$ cat src/rtl/ksc_pkg.sv
`timescale 1ns / 1ps

package ksc_pkg;

    localparam int ALPHA_SIZE = 26;
    localparam int IDX_W      = 5;
    localparam int CHAR_W     = 8;

    localparam logic [IDX_W-1:0]  LAST_IDX    = IDX_W'(ALPHA_SIZE - 1);
    localparam logic [IDX_W-1:0]  FULL_COUNT  = IDX_W'(ALPHA_SIZE);
    localparam logic [CHAR_W-1:0] UPPER_FIRST = 8'h41;  // 'A'
    localparam logic [CHAR_W-1:0] UPPER_LAST  = 8'h5A;  // 'Z'
    localparam logic [CHAR_W-1:0] LOWER_FIRST = 8'h61;  // 'a'
    localparam logic [CHAR_W-1:0] LOWER_LAST  = 8'h7A;  // 'z'

    typedef enum logic [2:0] {
        CMD_CLEAR = 3'd0,
        CMD_KEY   = 3'd1,
        CMD_FINAL = 3'd2,
        CMD_ENC   = 3'd3,
        CMD_DEC   = 3'd4
    } cmd_t;

    typedef enum logic [1:0] {
        ST_OK        = 2'd0,
        ST_NOT_READY = 2'd1,
        ST_KEY_LATE  = 2'd2
    } status_t;

    typedef enum logic [1:0] {
        S_IDLE,
        S_FILL,
        S_INVERT
    } state_t;

    // Operations on the alphabet store
    typedef enum logic [1:0] {
        OP_NONE,
        OP_CLEAR,
        OP_PLACE,
        OP_INV
    } tab_op_t;

    typedef struct packed {
        tab_op_t          op;
        logic [IDX_W-1:0] letter;     // letter to place, or inverse entry value
        logic [IDX_W-1:0] addr;       // read address of both tables
        logic             set_ready;  // mark tables finalized
    } tab_ctl_t;

    typedef struct packed {
        logic             ready;
        logic [IDX_W-1:0] fwd_data;
        logic [IDX_W-1:0] inv_data;
    } tab_stat_t;

    typedef struct packed {
        logic             is_letter;
        logic [IDX_W-1:0] idx;
    } letter_t;

    // Map an ASCII byte of either case to a letter index
    function automatic letter_t decode_letter(logic [CHAR_W-1:0] ch);
        letter_t          res;
        logic [CHAR_W-1:0] diff;
        res  = '0;
        diff = '0;
        if (ch >= UPPER_FIRST && ch <= UPPER_LAST) begin
            diff          = ch - UPPER_FIRST;
            res.is_letter = 1'b1;
        end else if (ch >= LOWER_FIRST && ch <= LOWER_LAST) begin
            diff          = ch - LOWER_FIRST;
            res.is_letter = 1'b1;
        end
        res.idx = diff[IDX_W-1:0];
        return res;
    endfunction

endpackage

$ cat src/rtl/ksc_alpha.sv
`timescale 1ns / 1ps

module ksc_alpha import ksc_pkg::*; (
    input  logic      aclk,
    input  logic      aresetn,
    input  tab_ctl_t  ctl,
    output tab_stat_t stat
);

    logic [IDX_W-1:0]      fwd_mem [ALPHA_SIZE];
    logic [IDX_W-1:0]      inv_mem [ALPHA_SIZE];
    logic [ALPHA_SIZE-1:0] used_reg;
    logic [ALPHA_SIZE-1:0] used_next;
    logic [IDX_W-1:0]      fill_reg;
    logic [IDX_W-1:0]      fill_next;
    logic                  ready_reg;
    logic                  ready_next;
    logic                  place_en;
    logic [IDX_W-1:0]      fwd_rd;

    // Place a letter only if unused and the alphabet still has room
    assign place_en = (ctl.op == OP_PLACE) && !used_reg[ctl.letter]
                      && (fill_reg < FULL_COUNT);
    assign fwd_rd   = fwd_mem[ctl.addr];

    // Next control state
    always_comb begin
        used_next  = used_reg;
        fill_next  = fill_reg;
        ready_next = ready_reg;
        case (ctl.op)
            OP_CLEAR: begin
                used_next  = '0;
                fill_next  = '0;
                ready_next = 1'b0;
            end
            OP_PLACE: begin
                if (place_en) begin
                    used_next[ctl.letter] = 1'b1;
                    fill_next             = fill_reg + 1'b1;
                end
            end
            OP_INV: begin
                if (ctl.set_ready) begin
                    ready_next = 1'b1;
                end
            end
            default: begin
            end
        endcase
    end

    always_ff @(posedge aclk) begin
        if (!aresetn) begin
            used_reg  <= '0;
            fill_reg  <= '0;
            ready_reg <= 1'b0;
        end else begin
            used_reg  <= used_next;
            fill_reg  <= fill_next;
            ready_reg <= ready_next;
        end
    end

    // Write the substitution tables
    always_ff @(posedge aclk) begin
        if (place_en) begin
            fwd_mem[fill_reg] <= ctl.letter;
        end
        if (ctl.op == OP_INV) begin
            inv_mem[fwd_rd] <= ctl.letter;
        end
    end

    assign stat.ready    = ready_reg;
    assign stat.fwd_data = fwd_rd;
    assign stat.inv_data = inv_mem[ctl.addr];

    // Every placed letter is counted exactly once
    a_fill_matches_used: assert property (@(posedge aclk) disable iff (!aresetn)
        fill_reg == IDX_W'($countones(used_reg)))
        else $error("fill count disagrees with used letters");

    // Finalized tables always hold a full alphabet
    a_ready_full: assert property (@(posedge aclk) disable iff (!aresetn)
        ready_reg |-> fill_reg == FULL_COUNT)
        else $error("tables ready with partial alphabet");

    // The last inverse step finalizes the tables
    a_set_ready: assert property (@(posedge aclk) disable iff (!aresetn)
        (ctl.op == OP_INV && ctl.set_ready) |=> ready_reg)
        else $error("tables not ready after inverse pass");

endmodule

$ cat src/rtl/keyword_substitution_cipher_unit.sv
`timescale 1ns / 1ps

// Keyword substitution cipher. Each input word carries a command in s_tuser and a
// byte in s_tdata; every input word yields exactly one output word with the byte
// (mapped or echoed) in m_tdata and a status code in m_tuser. Clear, key letter,
// encrypt, decrypt and unused commands load their result word on acceptance, so
// those words stream at one per cycle while the output is drained. Finalize
// accepts its byte, then a single shared index counter walks the 26 letters once
// to complete the forward alphabet and once more to build the inverse table. The
// result word is loaded on the last inverse step, and s_tready stays low through
// both walks. No clearing pass follows reset.
module keyword_substitution_cipher_unit import ksc_pkg::*; (
    input  logic        aclk,
    input  logic        aresetn,
    input  logic        s_tvalid,
    output logic        s_tready,
    input  logic [7:0]  s_tdata,   // [7:0] in_char
    input  logic [2:0]  s_tuser,   // [2:0] cmd
    output logic        m_tvalid,
    input  logic        m_tready,
    output logic [7:0]  m_tdata,   // [7:0] out_char
    output logic [1:0]  m_tuser    // [1:0] status
);

    state_t            state_reg;
    state_t            state_next;
    logic [IDX_W-1:0]  step_reg;
    logic [IDX_W-1:0]  step_next;
    logic [CHAR_W-1:0] char_reg;
    logic              m_valid_reg;
    logic [CHAR_W-1:0] m_char_reg;
    status_t           m_status_reg;
    logic              s_accept;
    letter_t           in_letter;
    cmd_t              in_cmd;
    tab_ctl_t          ctl;
    tab_stat_t         stat;
    logic              out_load;
    logic [CHAR_W-1:0] out_char_next;
    status_t           out_status_next;

    assign in_cmd    = cmd_t'(s_tuser);
    assign in_letter = decode_letter(s_tdata);
    assign s_tready  = (state_reg == S_IDLE) && (!m_valid_reg || m_tready);
    assign s_accept  = s_tvalid && s_tready;

    ksc_alpha u_alpha (
        .aclk    (aclk),
        .aresetn (aresetn),
        .ctl     (ctl),
        .stat    (stat)
    );

    // Next state of the sequencer
    always_comb begin
        state_next = state_reg;
        step_next  = step_reg;
        case (state_reg)
            S_IDLE: begin
                step_next = '0;
                if (s_accept && in_cmd == CMD_FINAL) begin
                    state_next = S_FILL;
                end
            end
            S_FILL: begin
                if (step_reg == LAST_IDX) begin
                    state_next = S_INVERT;
                    step_next  = '0;
                end else begin
                    step_next = step_reg + 1'b1;
                end
            end
            S_INVERT: begin
                if (step_reg == LAST_IDX) begin
                    state_next = S_IDLE;
                    step_next  = '0;
                end else begin
                    step_next = step_reg + 1'b1;
                end
            end
            default: begin
                state_next = S_IDLE;
                step_next  = '0;
            end
        endcase
    end

    // Table commands and result word
    always_comb begin
        ctl             = '0;
        ctl.op          = OP_NONE;
        ctl.letter      = in_letter.idx;
        ctl.addr        = in_letter.idx;
        out_load        = 1'b0;
        out_char_next   = s_tdata;
        out_status_next = ST_OK;
        case (state_reg)
            S_IDLE: begin
                if (s_accept) begin
                    out_load = (in_cmd != CMD_FINAL);
                    case (in_cmd)
                        CMD_CLEAR: begin
                            ctl.op = OP_CLEAR;
                        end
                        CMD_KEY: begin
                            if (stat.ready) begin
                                out_status_next = ST_KEY_LATE;
                            end else if (in_letter.is_letter) begin
                                ctl.op = OP_PLACE;
                            end
                        end
                        CMD_ENC: begin
                            if (!stat.ready) begin
                                out_status_next = ST_NOT_READY;
                            end else if (in_letter.is_letter) begin
                                out_char_next = UPPER_FIRST + {3'b000, stat.fwd_data};
                            end
                        end
                        CMD_DEC: begin
                            if (!stat.ready) begin
                                out_status_next = ST_NOT_READY;
                            end else if (in_letter.is_letter) begin
                                out_char_next = UPPER_FIRST + {3'b000, stat.inv_data};
                            end
                        end
                        default: begin
                        end
                    endcase
                end
            end
            S_FILL: begin
                ctl.op     = OP_PLACE;
                ctl.letter = step_reg;
            end
            S_INVERT: begin
                ctl.op        = OP_INV;
                ctl.letter    = step_reg;
                ctl.addr      = step_reg;
                ctl.set_ready = (step_reg == LAST_IDX);
                out_load      = (step_reg == LAST_IDX);
                out_char_next = char_reg;
            end
            default: begin
            end
        endcase
    end

    always_ff @(posedge aclk) begin
        if (!aresetn) begin
            state_reg   <= S_IDLE;
            step_reg    <= '0;
            m_valid_reg <= 1'b0;
        end else begin
            state_reg <= state_next;
            step_reg  <= step_next;
            if (out_load) begin
                m_valid_reg <= 1'b1;
            end else if (m_tready) begin
                m_valid_reg <= 1'b0;
            end
        end
    end

    // Hold the finalize byte for its echo; load the result word
    always_ff @(posedge aclk) begin
        if (s_accept) begin
            char_reg <= s_tdata;
        end
        if (out_load) begin
            m_char_reg   <= out_char_next;
            m_status_reg <= out_status_next;
        end
    end

    assign m_tvalid = m_valid_reg;
    assign m_tdata  = m_char_reg;
    assign m_tuser  = m_status_reg;

endmodule
$ cat config.mk
export PLATFORM = sky130hd
export DESIGN_NAME = keyword_substitution_cipher_unit
export DESIGN_NICKNAME = d
export VERILOG_FILES = /design/src/rtl/ksc_pkg.sv /design/src/rtl/ksc_alpha.sv /design/src/rtl/keyword_substitution_cipher_unit.sv
export SDC_FILE = /design/constraint.sdc
export NUM_CORES = 1
export LEC_CHECK = 0
export BUFFER_PORTS_ARGS = -buffer_cell sky130_fd_sc_hd__buf_2
export CAP_MARGIN = 10
export CORE_MARGIN = 8
export CORE_UTILIZATION = 30
export DETAILED_ROUTE_END_ITERATION = 16
export HOLD_SLACK_MARGIN = 0.15
export MAX_ROUTING_LAYER = met4
export PLACE_DENSITY = 0.53
export SYNTH_ARGS = -nofsm -noshare
export SYNTH_HDL_FRONTEND = slang
export SYNTH_SLANG_ARGS = --single-unit
$ cat constraint.sdc
create_clock -name aclk -period 9.31 [get_ports aclk]
set_input_delay 1.862 -clock aclk [delete_from_list [all_inputs] [get_ports aclk]]
set_output_delay 1.862 -clock aclk [all_outputs]
set_load 0.01 [all_outputs]
# ---- Word-level counts from Yosys, hierarchy flattened
# Memories as Yosys holds them, arrays and structs flattened.
# Index checks and enable logic that the tools add are counted.
dict set report op_classes {
  n_eq_ne 16
  n_mux 43
  n_bitwise 3
  magnitude_cmp 7
  reduce_logical 23
  addsub 6
}
# cell count
set op_table {}
lappend op_table {{26-bit case mux with 2 select lines} 1}
lappend op_table {{8-bit two-way mux} 5}
lappend op_table {{8-bit case mux with 2 select lines} 2}
lappend op_table {{26-bit two-way mux} 1}
lappend op_table {{26-bit OR} 1}
lappend op_table {{5-bit two-way mux} 4}
lappend op_table {{7-bit by 5-bit adder with 8-bit output, first input constant} 2}
lappend op_table {{8-bit by 7-bit greater-or-equal comparator with 1-bit output, second input constant} 2}
lappend op_table {{8-bit by 7-bit less-or-equal comparator with 1-bit output, second input constant} 2}
lappend op_table {{2-bit two-way mux} 7}
lappend op_table {{1-bit two-way mux} 13}
lappend op_table {{2-bit case mux with 3 select lines} 2}
lappend op_table {{5-bit by 1-bit adder with 5-bit output, second input constant} 2}
lappend op_table {{5-bit case mux with 2 select lines} 1}
lappend op_table {{5-bit by 1-bit subtractor with 5-bit output, second input constant} 2}
lappend op_table {{1-bit logical AND} 8}
lappend op_table {{2-bit case mux with 2 select lines} 2}
lappend op_table {{2-bit equality test, second input constant} 3}
lappend op_table {{3-bit by 2-bit equality test with 1-bit output, second input constant} 2}
lappend op_table {{5-bit by 6-bit less-than comparator with 1-bit output, second input constant} 1}
lappend op_table {{6-bit two-way mux} 1}
lappend op_table {{2-bit inequality test, second input constant} 3}
lappend op_table {{2-bit AND reduction} 3}
lappend op_table {{2-bit nonzero test} 3}
lappend op_table {{19 further kinds} 25}
dict set report word_totals {
  input_bits 15
  reg_bits 58
  elab_cells 109
  out_inout_bits 12
  ram_bits 260
  memories 2
}
# name words word_bits rd rd_ports_with_merged_regs wr line_no
set memory_table {}
lappend memory_table {u_alpha.fwd_mem 26 5 1 0 1 ksc_alpha.sv:10} ;# logic [IDX_W-1:0] fwd_mem [ALPHA_SIZE];
lappend memory_table {u_alpha.inv_mem 26 5 1 0 1 ksc_alpha.sv:11} ;# logic [IDX_W-1:0] inv_mem [ALPHA_SIZE];

# ---- Longest topological paths before layout
dict set report depth {
  depth_word 14
  ltp_mapped 20
}

# ---- Hierarchy
# Synthesis repeated with hierarchy kept, for this count alone.
dict set report hier_totals {
  cells_unflattened 869
  area_unflattened_um2 13731.9
}
# module n_inst seq_area_each_um2 cells_each area_per_inst_um2
set by_module_without_submodules {}
lappend by_module_without_submodules {ksc_alpha 1 8448.1 691 12010.3}
lappend by_module_without_submodules {keyword_substitution_cipher_unit 1 700.7 178 1721.7}

# ---- Least setup slack after synthesis
# No wires, ideal clock.
dict set report synth_timing {
  path_type {input -> register}
  startpoint {in s_tdata[0]}
  endpoint {mem u_alpha.fwd_mem[13][0], enable pin}
  path_slack_ns 2.188
  t_arrival_ns 6.748
  stages 13
  setup_time_ns 0.374
  path_buffers 2
  path_cell_list {inv_1 > ha_1 > or3b_4 > or3_4 > nand3_1 > buf_2 > o31ai_1 > mux2i_1 > o311ai_0 > a21oi_1 > buf_2 > nand2_1 > nor3_1}
}
# item line_no
set synth_lines {}
lappend synth_lines {{start, declared} keyword_substitution_cipher_unit.sv:17} ;# input logic [7:0] s_tdata,
lappend synth_lines {{end, declared} ksc_alpha.sv:10}

==> out/metrics.cfg <==
[sta]
setup_violations = 0
min_period_ns = 6.421
tightest_slew_ns = 1.159
max-slew-margin-rel_pct = 22.72
rsz0062_at_grt = no
fin_ws_ns = 2.889
hold_violations = 0
fmax_mhz = 155.7
slew_violations = 0
finalSetupTns_ns = 0
fin_skew_ns = 0.01621
timing.final.crit_share_pct = 68.97

[placement]
place_area_sq_mm = 0.01481
io_buffers = 26
dp_hpwl_um = 24120
place_ws_ns = 2.294
gp_congestion = 0.8585

[clocking]
htreeDepth = 2
cts_setup_buffers = 0
cts_tree = built
hold_buffers = 0
cts_buffer_depth = 3
cts.clk_slew.worst_paths_ns = 0.06
clkLatencyLatePin_ns = 0.53
cts.sinks = 318
root_buffer = clkbuf_16
cts_made_buffers = 37
cts_resized = 0

[synth]
synth_compound_area_share_pct = 11.68
synth-async-reset-ratio_pct = 0
synth_top_flop_cell = edfxtp_1
synthMuxAreaShare_pct = 3.300
synth_adder_area_share_pct = 1.690
syn_avg_cell_area_sq_um = 12.37
synth_nets = 1171
yosysWarnings = 0
synth-xor-area-share_pct = 0.6849
synth-simple-area-share_pct = 14.65
syn_inst = 1137
synth-edff-count = 278
netlist-cell-type-count = 80
ys_ff_latch = 318
synth_top_family_by_area = simple AND/OR/NAND/NOR gates
ys_seq_area_share_pct = 65.04
synthesis.area_sq_mm = 0.01407

[finish]
final_cell_mix = 278 x edfxtp_1, 135 x nand2_1, 119 x nor2_1
layout_commonest_cell = edfxtp_1
drive_gt1_share_pct = 11.19
fin_area_sq_mm = 0.01604
diodes = 0
syn_to_final_growth_pct = 14.03
num-fill-cells = 4568
finalNetCount = 1188

[grt]
grt_pass1_vias = 9404
grt_max_degree = 71
grt_pass1_wl_um = 59280
track_usage_pct = 14.65
antenna_found_initial = 0
overflow = 0

[detailed_routing]
drt_first_pass_iters = 6
antenna_left = 0
drt_iter0_markers = 884
drt_wl_total_um = 38930
drc = 0
wl_per_cell_um = 21.79
vias_per_cell = 5.311
route.vias.total = 9490

[die]
chipWidth_um = 232.5
coreArea_sq_mm = 0.04646
dieArea_sq_mm = 0.05407
fp.dieH_um = 232.5
num_io_pins = 27
core.rowCount = 79
initial_core_util_pct = 30.28

[setup_path]
worst-path-max-fanout = 59
required_ns = 9.46
cp_top_family = simple AND/OR/NAND/NOR gates
cpPeakStageDelay_ns = 0.75
cp_cell_sequence = buf_2 > inv_1 > ha_1 > or3b_4 > or3_4 > nand3_1 > o21a_1 > clkinv_1 > buf_4 > mux2i_1 > nor4_1 > a41oi_1 > nand2_1 > a21oi_2 > nand2_1 > nor3_1
end_kind = flip-flop
cp.arrival_ns = 6.57
crit_type = in -> reg
path_common_cell = nand2_1
start_kind = input port
critPathBufInv = 4
slowest_stage = nor3_1

[outcome]
status = complete, no violations

[min_path]
min_path_type = reg -> reg

[pwr]
powerDensity_mw_per_mm2 = 202.3
ir_drop_mv = 0.1293
power.leakage_nw = 5.245

[run]
max_cap_violations = 0

-- metal layers --
layer	vias to the layer above	track usage (%)	routed length [um]
li1	4380	-	-
met1	4759	18.60	17090
met2	293	24.18	18980
met3	58	2.119	2000
met4	0	4.262	860
met5	-	-	0
-- per-stage QoR --
stage | hold WS, ns | cells | utilization (%) | power, mW
2_1_floorplan | 0.4285 | 1137 | - | 1.731
3_3_place_gp | 0.4473 | 1722 | 31.89 | 1.810
3_5_place_dp | 0.4527 | 1722 | 31.89 | 1.810
4_1_cts | 0.4672 | 1787 | 34.52 | 3.274
5_1_grt | 0.4870 | 1787 | 34.52 | 3.351
6_report | 0.4640 | 1787 | 34.52 | 3.245
-- worst reg2reg max path: stages (launching register included) --
cell	delay [ns]
dfxtp_1	0.44
inv_1	0.10
ha_1	0.50
nor2_1	0.28
nand4_2	0.13
buf_4	0.27
nand2_4	0.72
buf_4	0.54
a2111oi_0	0.24
or4_1	0.56
o22ai_1	0.38
nor2_1	0.12
or4_1	0.41
and3_1	0.19
o31a_1	0.27
-- cells by family (layout without fill, tap and decap cells) --
kind of cell	after synthesis	in the layout
AO/OA/AOI/OAI	220	220
XOR/XNOR	11	11
adder cells (fa/ha/maj)	19	19
buffers and inverters	89	132
flip-flops	318	318
multiplexers	46	46
AND/OR/NAND/NOR	434	434
-- final timing paths --
kind | startpoint | end | slack [ns] | cells after the start
worst max-delay path | s_tdata[0] | u_alpha.fwd_mem[13][1] | 2.89 | 16
worst max register to register | state_reg[0] | m_tdata[3] | 3.93 | 14
worst min-delay path | u_alpha.used_reg[19] | u_alpha.used_reg[19] | 0.46 | 2
worst min register to register | u_alpha.used_reg[19] | u_alpha.used_reg[19] | 0.46 | 2
-- synthesized netlist by cell type, types with 6 or more instances --
| cell type | n | share of area (%) |
|---|---|---|
| and3_1 | 46 | 2.0 |
| o31ai_1 | 8 | 0.43 |
| a31oi_1 | 27 | 1.2 |
| o21ai_0 | 24 | 0.85 |
| nand3_1 | 52 | 1.9 |
| a311oi_1 | 8 | 0.50 |
| nand2_1 | 137 | 3.7 |
| ha_1 | 19 | 1.7 |
| xor2_1 | 6 | 0.37 |
| inv_1 | 18 | 0.48 |
| nand4_1 | 6 | 0.27 |
| a21oi_1 | 25 | 0.89 |
| a22oi_1 | 8 | 0.43 |
| a2111oi_0 | 16 | 1.0 |
| mux2i_1 | 43 | 3.1 |
| clkbuf_1 | 27 | 0.72 |
| dfxtp_1 | 40 | 5.7 |
| buf_2 | 35 | 1.2 |
| o21a_1 | 6 | 0.32 |
| a41oi_1 | 9 | 0.56 |
| nor2_1 | 119 | 3.2 |
| a211oi_1 | 28 | 1.5 |
| o22ai_1 | 7 | 0.31 |
| edfxtp_1 | 278 | 59 |
| nor3_1 | 17 | 0.60 |
| and2_1 | 9 | 0.40 |
| a32oi_1 | 13 | 0.81 |
-- cell type report --
cell class / count / area [sq um] / share of cell area [%]
clock inverters: 15 / 177.7 / 1.108
well taps: 607 / 759.5 / 4.735
inverters: 20 / 75.07 / 0.4681
multi-input cells: 730 / 4543 / 28.33
repair buffers: 47 / 287.8 / 1.794
flip-flops and latches: 318 / 9149 / 57.04
clock buffers: 50 / 1047 / 6.529
-- power by group --
part,internal [mW],total (mW),switching (mW)
logic,0.0644,0.222,0.157
clock network,0.898,1.46,0.567
registers,1.56,1.56,0.00270
(Power assumes the default switching activity.)
